==> config.mk <==
export PLATFORM = sky130hd
export DESIGN_NAME = class_priority_fifo_queue_flat
export DESIGN_NICKNAME = d
export VERILOG_FILES = /design/src/design/cpfq_pkg.sv /design/src/design/cpfq_if.sv /design/src/design/class_priority_fifo_queue.sv /design/src/design/cpfq_ctrl.sv /design/src/design/cpfq_dp.sv /design/src/flat_wrapper.sv
export SDC_FILE = /design/constraint.sdc
export NUM_CORES = 2
export LEC_CHECK = 0
export BUFFER_PORTS_ARGS = -buffer_cell sky130_fd_sc_hd__buf_2
export CORE_MARGIN = 2
export CORE_UTILIZATION = 50
export DETAILED_ROUTE_END_ITERATION = 7
export HOLD_SLACK_MARGIN = 0.03
export PLACE_DENSITY = 0.66
export RECOVER_POWER = 25
export SKIP_LAST_GASP = 1
export SYNTH_ARGS = -nofsm -noshare
export SYNTH_HDL_FRONTEND = slang
export SYNTH_SLANG_ARGS = --single-unit
==> constraint.sdc <==
create_clock -name clock -period 19.37 [get_ports clock]
set_clock_uncertainty 0.1 [all_clocks]
set_input_delay 1.937 -clock clock [delete_from_list [all_inputs] [get_ports clock]]
set_output_delay 1.937 -clock clock [all_outputs]
set_load 0.03 [all_outputs]
==> src/design/cpfq_pkg.sv <==
package cpfq_pkg;

   localparam int QUEUE_DEPTH = 16;
   localparam int CLASS_COUNT = 3;

   localparam int IDENT_W = 32;
   localparam int LABEL_W = 32;
   localparam int CLASS_W = 2;
   localparam int STATUS_W = 2;
   localparam int OCC_W = 5;
   localparam int FILL_W = $clog2(QUEUE_DEPTH + 1);

   localparam logic CMD_INSERT = 1'b0;
   localparam logic CMD_SERVE = 1'b1;

   localparam logic [STATUS_W-1:0] RSP_INSERTED = 2'd0;
   localparam logic [STATUS_W-1:0] RSP_SERVED = 2'd1;
   localparam logic [STATUS_W-1:0] RSP_EMPTY = 2'd2;
   localparam logic [STATUS_W-1:0] RSP_FULL = 2'd3;

   localparam logic [CLASS_W-1:0] CLASS_LAST = CLASS_W'(CLASS_COUNT - 1);

   // Commands from the controller to the datapath.
   typedef struct packed {
      logic do_insert;
      logic do_serve;
      logic capture;
      logic [STATUS_W-1:0] rsp_code;
   } ctrl_cmd_type;

   // Queue status from the datapath to the controller.
   typedef struct packed {
      logic full;
      logic empty;
   } dp_status_type;

endpackage

==> src/design/cpfq_if.sv <==
interface cpfq_req_if;
   logic valid;
   logic ready;
   logic cmd;
   logic signed [31:0] entry_ident;
   logic [31:0] entry_label;
   logic [1:0] entry_class;

   modport source (output valid, output cmd, output entry_ident, output entry_label,
                   output entry_class, input ready);
   modport sink (input valid, input cmd, input entry_ident, input entry_label,
                 input entry_class, output ready);
endinterface

interface cpfq_rsp_if;
   logic valid;
   logic ready;
   logic [1:0] status;
   logic signed [31:0] served_ident;
   logic [31:0] served_label;
   logic [1:0] served_class;
   logic [4:0] occupancy;

   modport source (output valid, output status, output served_ident, output served_label,
                   output served_class, output occupancy, input ready);
   modport sink (input valid, input status, input served_ident, input served_label,
                 input served_class, input occupancy, output ready);
endinterface

==> src/design/class_priority_fifo_queue.sv <==
// Class priority queue, first in, first out within each class.
//
// Beats arrive on req_if (valid/ready). A beat with cmd insert carries an
// identifier, a name tag and a priority class (0 most urgent); the entry is
// placed behind every held entry of the same or a more urgent class. A beat
// with cmd serve removes the head entry. Classes beyond the last one are
// stored as the least urgent class.
// Every request beat gives exactly one response beat on rsp_if: inserted,
// served (with the entry's fields), serve on an empty queue, or insert dropped
// because all QUEUE_DEPTH slots are full. The occupancy after the step is
// reported with every response.
// The response is registered and is shown in the cycle after the request
// beat. Throughput is one beat per cycle; the slot chain compares every slot's
// class against the new entry in parallel and shifts all slots together, and
// the single response register sets the pace when rsp_if stalls: while a
// response waits, a new request is taken only in the cycle in which the
// waiting response is taken.
// Reset (synchronous, active high) empties the queue and drops any pending
// response; slot contents are not cleared and are never read while empty.
module class_priority_fifo_queue (
   input logic clock,
   input logic reset,
   cpfq_req_if.sink req_if,
   cpfq_rsp_if.source rsp_if
);
   import cpfq_pkg::*;

   ctrl_cmd_type ctrl_cmd;
   dp_status_type dp_status;
   logic [FILL_W-1:0] fill_count;

   // The controller owns the handshakes and decides what the step does.
   cpfq_ctrl u_ctrl (
      .clock     (clock),
      .reset     (reset),
      .req_valid (req_if.valid),
      .req_cmd   (req_if.cmd),
      .req_ready (req_if.ready),
      .rsp_ready (rsp_if.ready),
      .rsp_valid (rsp_if.valid),
      .dp_status (dp_status),
      .ctrl_cmd  (ctrl_cmd)
   );

   // The datapath holds the sorted slots, the fill count and the response register.
   cpfq_dp u_dp (
      .clock         (clock),
      .reset         (reset),
      .ctrl_cmd      (ctrl_cmd),
      .dp_status     (dp_status),
      .fill_count    (fill_count),
      .new_ident     (req_if.entry_ident),
      .new_label     (req_if.entry_label),
      .new_class     (req_if.entry_class),
      .out_status    (rsp_if.status),
      .out_ident     (rsp_if.served_ident),
      .out_label     (rsp_if.served_label),
      .out_class     (rsp_if.served_class),
      .out_occupancy (rsp_if.occupancy)
   );

   // The fill count never passes the queue depth.
   assert property (@(posedge clock) disable iff (reset)
      fill_count <= FILL_W'(QUEUE_DEPTH))
      else $error("fill count beyond queue depth");

   // An insert taken on a full queue is answered as dropped.
   assert property (@(posedge clock) disable iff (reset)
      (req_if.valid && req_if.ready && req_if.cmd == CMD_INSERT && dp_status.full)
      |=> (rsp_if.valid && rsp_if.status == RSP_FULL))
      else $error("insert on full queue not reported as dropped");

   // A serve on an empty queue reports zero occupancy.
   assert property (@(posedge clock) disable iff (reset)
      (rsp_if.valid && rsp_if.status == RSP_EMPTY) |-> (rsp_if.occupancy == '0))
      else $error("empty response with nonzero occupancy");

   // Only a served entry carries payload.
   assert property (@(posedge clock) disable iff (reset)
      (rsp_if.valid && rsp_if.status != RSP_SERVED) |->
      (rsp_if.served_ident == '0 && rsp_if.served_label == '0 && rsp_if.served_class == '0))
      else $error("payload on a response without a served entry");

endmodule

==> src/design/cpfq_ctrl.sv <==
module cpfq_ctrl (
   input  logic clock,
   input  logic reset,
   input  logic req_valid,
   input  logic req_cmd,
   output logic req_ready,
   input  logic rsp_ready,
   output logic rsp_valid,
   input  cpfq_pkg::dp_status_type dp_status,
   output cpfq_pkg::ctrl_cmd_type ctrl_cmd
);
   import cpfq_pkg::*;

   localparam logic S_IDLE = 1'b0;
   localparam logic S_HOLD = 1'b1;

   logic state_ff;
   logic state_in;
   logic accept;

   // A new beat is taken whenever the result register is free or being emptied.
   assign req_ready = (state_ff == S_IDLE) || rsp_ready;
   assign rsp_valid = (state_ff == S_HOLD);
   assign accept = req_valid && req_ready;

   always_comb begin
      ctrl_cmd = '0;
      ctrl_cmd.capture = accept;
      if (req_cmd == CMD_INSERT) begin
         ctrl_cmd.do_insert = accept && !dp_status.full;
         ctrl_cmd.rsp_code = dp_status.full ? RSP_FULL : RSP_INSERTED;
      end else begin
         ctrl_cmd.do_serve = accept && !dp_status.empty;
         ctrl_cmd.rsp_code = dp_status.empty ? RSP_EMPTY : RSP_SERVED;
      end
   end

   always_comb begin
      state_in = state_ff;
      case (state_ff)
         S_IDLE: begin
            if (accept) state_in = S_HOLD;
         end
         S_HOLD: begin
            if (!accept && rsp_ready) state_in = S_IDLE;
         end
         default: state_in = S_IDLE;
      endcase
   end

   always_ff @(posedge clock) begin
      if (reset) begin
         state_ff <= S_IDLE;
      end else begin
         state_ff <= state_in;
      end
   end

endmodule

==> src/design/cpfq_dp.sv <==
module cpfq_dp (
   input  logic clock,
   input  logic reset,
   input  cpfq_pkg::ctrl_cmd_type ctrl_cmd,
   output cpfq_pkg::dp_status_type dp_status,
   output logic [cpfq_pkg::FILL_W-1:0] fill_count,
   input  logic signed [cpfq_pkg::IDENT_W-1:0] new_ident,
   input  logic [cpfq_pkg::LABEL_W-1:0] new_label,
   input  logic [cpfq_pkg::CLASS_W-1:0] new_class,
   output logic [cpfq_pkg::STATUS_W-1:0] out_status,
   output logic signed [cpfq_pkg::IDENT_W-1:0] out_ident,
   output logic [cpfq_pkg::LABEL_W-1:0] out_label,
   output logic [cpfq_pkg::CLASS_W-1:0] out_class,
   output logic [cpfq_pkg::OCC_W-1:0] out_occupancy
);
   import cpfq_pkg::*;

   logic signed [IDENT_W-1:0] slot_ident_ff [QUEUE_DEPTH];
   logic [LABEL_W-1:0] slot_label_ff [QUEUE_DEPTH];
   logic [CLASS_W-1:0] slot_class_ff [QUEUE_DEPTH];
   logic signed [IDENT_W-1:0] slot_ident_in [QUEUE_DEPTH];
   logic [LABEL_W-1:0] slot_label_in [QUEUE_DEPTH];
   logic [CLASS_W-1:0] slot_class_in [QUEUE_DEPTH];
   logic [FILL_W-1:0] fill_ff;
   logic [FILL_W-1:0] fill_in;
   logic [QUEUE_DEPTH-1:0] stays;
   logic [CLASS_W-1:0] ins_class;

   logic [STATUS_W-1:0] status_ff;
   logic signed [IDENT_W-1:0] ident_ff;
   logic [LABEL_W-1:0] label_ff;
   logic [CLASS_W-1:0] class_ff;
   logic [OCC_W-1:0] occ_ff;

   // Out-of-range classes are treated as least urgent.
   assign ins_class = (new_class > CLASS_LAST) ? CLASS_LAST : new_class;

   assign dp_status.full = (fill_ff == FILL_W'(QUEUE_DEPTH));
   assign dp_status.empty = (fill_ff == '0);
   assign fill_count = fill_ff;

   // Each held slot whose class is no less urgent than the new entry keeps its place.
   always_comb begin
      for (int i = 0; i < QUEUE_DEPTH; i++) begin
         stays[i] = (FILL_W'(i) < fill_ff) && (slot_class_ff[i] <= ins_class);
      end
   end

   always_comb begin
      for (int i = 0; i < QUEUE_DEPTH; i++) begin
         slot_ident_in[i] = slot_ident_ff[i];
         slot_label_in[i] = slot_label_ff[i];
         slot_class_in[i] = slot_class_ff[i];
         if (ctrl_cmd.do_insert && !stays[i]) begin
            if (i == 0 || stays[(i == 0) ? 0 : i - 1]) begin
               slot_ident_in[i] = new_ident;
               slot_label_in[i] = new_label;
               slot_class_in[i] = ins_class;
            end else begin
               slot_ident_in[i] = slot_ident_ff[(i == 0) ? 0 : i - 1];
               slot_label_in[i] = slot_label_ff[(i == 0) ? 0 : i - 1];
               slot_class_in[i] = slot_class_ff[(i == 0) ? 0 : i - 1];
            end
         end else if (ctrl_cmd.do_serve && i < QUEUE_DEPTH - 1) begin
            slot_ident_in[i] = slot_ident_ff[(i < QUEUE_DEPTH - 1) ? i + 1 : i];
            slot_label_in[i] = slot_label_ff[(i < QUEUE_DEPTH - 1) ? i + 1 : i];
            slot_class_in[i] = slot_class_ff[(i < QUEUE_DEPTH - 1) ? i + 1 : i];
         end
      end
   end

   always_comb begin
      fill_in = fill_ff;
      if (ctrl_cmd.do_insert) begin
         fill_in = fill_ff + FILL_W'(1);
      end else if (ctrl_cmd.do_serve) begin
         fill_in = fill_ff - FILL_W'(1);
      end
   end

   always_ff @(posedge clock) begin
      for (int i = 0; i < QUEUE_DEPTH; i++) begin
         slot_ident_ff[i] <= slot_ident_in[i];
         slot_label_ff[i] <= slot_label_in[i];
         slot_class_ff[i] <= slot_class_in[i];
      end
   end

   always_ff @(posedge clock) begin
      if (reset) begin
         fill_ff <= '0;
      end else begin
         fill_ff <= fill_in;
      end
   end

   always_ff @(posedge clock) begin
      if (ctrl_cmd.capture) begin
         status_ff <= ctrl_cmd.rsp_code;
         ident_ff <= ctrl_cmd.do_serve ? slot_ident_ff[0] : '0;
         label_ff <= ctrl_cmd.do_serve ? slot_label_ff[0] : '0;
         class_ff <= ctrl_cmd.do_serve ? slot_class_ff[0] : '0;
         occ_ff <= OCC_W'(fill_in);
      end
   end

   assign out_status = status_ff;
   assign out_ident = ident_ff;
   assign out_label = label_ff;
   assign out_class = class_ff;
   assign out_occupancy = occ_ff;

endmodule
==> src/flat_wrapper.sv <==
// flat-port wrapper written by rule: the top's interface ports become plain ports
module class_priority_fifo_queue_flat import cpfq_pkg::*;
  (clock, reset, req_if_valid, req_if_cmd, req_if_entry_ident, req_if_entry_label, req_if_entry_class, req_if_ready, rsp_if_valid, rsp_if_status, rsp_if_served_ident, rsp_if_served_label, rsp_if_served_class, rsp_if_occupancy, rsp_if_ready);
  cpfq_req_if req_if_i ();
  cpfq_rsp_if rsp_if_i ();
  input logic clock;
  input logic reset;
  input wire logic [$bits(req_if_i.valid)-1:0] req_if_valid;
  input wire logic [$bits(req_if_i.cmd)-1:0] req_if_cmd;
  input wire logic [$bits(req_if_i.entry_ident)-1:0] req_if_entry_ident;
  input wire logic [$bits(req_if_i.entry_label)-1:0] req_if_entry_label;
  input wire logic [$bits(req_if_i.entry_class)-1:0] req_if_entry_class;
  output wire logic [$bits(req_if_i.ready)-1:0] req_if_ready;
  output wire logic [$bits(rsp_if_i.valid)-1:0] rsp_if_valid;
  output wire logic [$bits(rsp_if_i.status)-1:0] rsp_if_status;
  output wire logic [$bits(rsp_if_i.served_ident)-1:0] rsp_if_served_ident;
  output wire logic [$bits(rsp_if_i.served_label)-1:0] rsp_if_served_label;
  output wire logic [$bits(rsp_if_i.served_class)-1:0] rsp_if_served_class;
  output wire logic [$bits(rsp_if_i.occupancy)-1:0] rsp_if_occupancy;
  input wire logic [$bits(rsp_if_i.ready)-1:0] rsp_if_ready;
  assign req_if_i.valid = req_if_valid;
  assign req_if_i.cmd = req_if_cmd;
  assign req_if_i.entry_ident = req_if_entry_ident;
  assign req_if_i.entry_label = req_if_entry_label;
  assign req_if_i.entry_class = req_if_entry_class;
  assign req_if_ready = req_if_i.ready;
  assign rsp_if_valid = rsp_if_i.valid;
  assign rsp_if_status = rsp_if_i.status;
  assign rsp_if_served_ident = rsp_if_i.served_ident;
  assign rsp_if_served_label = rsp_if_i.served_label;
  assign rsp_if_served_class = rsp_if_i.served_class;
  assign rsp_if_occupancy = rsp_if_i.occupancy;
  assign rsp_if_i.ready = rsp_if_ready;
  class_priority_fifo_queue u_core (.clock(clock), .reset(reset), .req_if(req_if_i), .rsp_if(rsp_if_i));
endmodule
==> results_dict.tcl <==
set metrics [dict create \
    antenna_found_initial 10 \
    worst_slew_pin_slew_ns 3.37 \
    crit_required_ns 19.60 \
    violations "max-capacitance violations, max-slew violations" \
    post_cts_buffers 0 \
    power.switching_mw 2.08 \
    min_period_ns 9.01 \
    p_total_mw 6.97 \
    crit_path_end_kind "register" \
    drt_iter0_markers 3475 \
    start_util_pct 50.5 \
    yosysMostFrequentCell "edfxtp_1" \
    powerDensity_nw_per_um2 113 \
    synth_top_cell_area_share_pct 59.6 \
    ys_warn_count 0 \
    avgSynthCellArea_sq_um 12.1 \
    dp_cells 6020 \
    drive_gt1_share_pct 9.61 \
    fill_cells 9665 \
    power_frac_clock_pct 31.0 \
    p_sw_share_pct 29.8 \
    wl_mm 148 \
    grt.met3_usage_pct 3.26 \
    pwr-share-comb_pct 20.5 \
    status "finished, violations left" \
    placeableCoreArea_sq_um 113000 \
    grt-busiest-layer "met2" \
    port-buffer-count 145 \
    num-nets-final 4733 \
    internal_power_mw 4.89 \
    cts_htree_levels 3 \
    grt_pass1_vias 36387 \
    seqPwrFrac_pct 48.5 \
    cts_resized 0 \
    grt_max_degree 89 \
    ios 146 \
    hpwlAfterDp_mm 86.2 \
    synth.distinct_cells 66 \
    postCtsHoldBufs 0 \
    die_area_sq_um 116000 \
    avgViaCountPerCell 5.97 \
    max_cap_viol_count 19 \
    track_usage_pct 25.0 \
    hold_viol 0 \
    ys_top_cells_by_area "edfxtp_1 (60%), mux2i_1 (16%), nand2_1 (3.6%), a21oi_1 (3.6%), o21ai_0 (3.1%)" \
    setup_viol 0 \
    worstSkewPairLatency_ns 0.72 \
    die_y_um 341 \
    fin_crit_sh_pct 46.5 \
    ys_async_sr_fraction_pct 0 \
    grt-ovfl-total 0 \
    cts_sinks 1135 \
    grt_pass1_wl_mm 225 \
    ys_seq_area_share_pct 59.8 \
    synth_flop_cell "edfxtp_1" \
    setup.worst_path.class "in -> reg" \
    arrival_ns 9.25 \
    tritoncts "yes" \
    gr-usage-met2_pct 39.4 \
    area_delta_synth_final_pct 8.00 \
    hold_path_class "reg -> reg" \
    reg2reg_slack_ns 10.71 \
    rsz0062_at_grt "no" \
    place_ws_ns 12.86 \
    path_max_fanout 44 \
    clkSlewWorstSetupHoldPaths_ns 0.06 \
    synthTopCellsByCount "edfxtp_1 (1129), mux2i_1 (921), nand2_1 (551)" \
    timing.slew.headroom_pct -125 \
    power.leakage_nw 23.6 \
    die_width_um 341 \
    routabilityCongestion 0.903 \
    drc_errors 0 \
    synthesis.nets 4801 \
    vias 37219 \
    root_buffer "clkbuf_16" \
    final_antenna_net_count 0 \
    multi_input_area_sq_um 20800 \
    ys_ff_latch 1135 \
    drv_slew 593 \
    ir_drop_mv 0.0878 \
    synth-edff-count 1129 \
    max_freq_ghz 0.111 \
    syn_area_sq_um 56900 \
    stdcell_count 6239 \
    clockBufferDepth 3 \
    synth_top_cell_by_area "edfxtp_1" \
    synthCells 4710 \
    rows 123 \
    wire_per_inst_um 23.8 \
    first_pass_iters 6 \
    setup_ws_ns 10.36 \
    start_kind "primary input" \
    setup_tns_ns 0 \
    cts_made_buffers 120 \
    ff_latch_area_sq_um 34000 \
    grtUsageMet1_pct 36.0 \
]
## cells by family (layout without fill, tap and decap cells)
logic type	Yosys count	in the layout	share of synthesized area, %
flops	1135	1135	59.8
simple gates	1083	1083	7.81
mux	1050	1050	18.8
compound gates	1003	1003	9.12
buf+inv	416	440	3.98
fa+ha+maj	20	20	0.440
xor+xnor	3	3	0.0462
other cells	0	5	0
## state kept, by name, summed over array words and instances, names as in the netlist
| signal | count |
|---|---|
| u_core.u_dp.slot_class_ff | 32 |
| u_core.u_dp.out_occupancy | 5 |
| u_core.u_dp.slot_ident_ff | 512 |
| u_core.u_dp.slot_label_ff | 512 |
| u_core.u_dp.fill_count | 5 |
| u_core.u_dp.out_label | 32 |
| u_core.u_dp.out_class | 2 |
| u_core.u_dp.out_ident | 32 |
| u_core.u_dp.out_status | 2 |
| u_core.u_ctrl.rsp_valid | 1 |
## power by group through the flow
stage	clock network [mW]	logic, mW	registers (mW)
detailed placement	0	1.44	3.42
CTS	2.19	1.44	3.37
floorplan	0	1.02	3.39
global route	2.28	1.55	3.42
finish	2.16	1.43	3.38
global placement	0	1.40	3.41
## worst max-delay path: stages
cell and delay (ns):
clkbuf_1 0.24, nand2b_1 0.34, o2111a_1 1.71, clkbuf_1 1.49, or2_0 2.52, buf_4 0.91
## final timing paths
kind,startpoint,endpoint,depth (start not counted)
worst max register to register,u_core.u_dp.fill_count[1],u_core.u_dp.slot_ident_ff[0][84],7
worst min register to register,u_core.u_dp.slot_label_ff[1][172],u_core.u_dp.slot_label_ff[1][140],2
worst max-delay path,rsp_if_ready,u_core.u_dp.slot_ident_ff[0][84],6
worst min-delay path,u_core.u_dp.slot_label_ff[1][172],u_core.u_dp.slot_label_ff[1][140],2
## cell type report
type / instances / share of cell area, %
sequential: 1135 / 55.4
multi-input combinational: 3159 / 33.8
clock buffer: 150 / 5.11
tap: 1500 / 3.05
timing repair buffer: 217 / 1.87
clock inverter: 64 / 0.672
inverter: 9 / 0.0570
antenna: 5 / 0.0204
## placed cells by master, fill, tap and decap left out, drive strengths merged, types with 20 or more instances in the layout
cell type / count
buf: 134
nor2: 408
ha: 20
o21ai: 549
mux2i: 921
clkbuf: 233
clkinv: 52
and2: 66
nand2: 551
edfxtp: 1129
a21oi: 408
mux2: 129
## metal layers
metal | wire [um] | vias to the layer above
met1 | 68000 | 18670
met5 | 48 | -
met2 | 67000 | 1209
met4 | 4350 | 8
met3 | 8970 | 204
li1 | - | 17128
## through the flow
step	area, sq um	hold WS, ns	utilization (%)
after floorplan	56900	0.418	-
after global placement	58100	0.424	51.6
after detailed placement	58100	0.436	51.6
after CTS	61700	0.435	54.8
after global routing	61400	0.451	54.5
final	61400	0.437	54.5
Power figures use the tool's default switching activity.
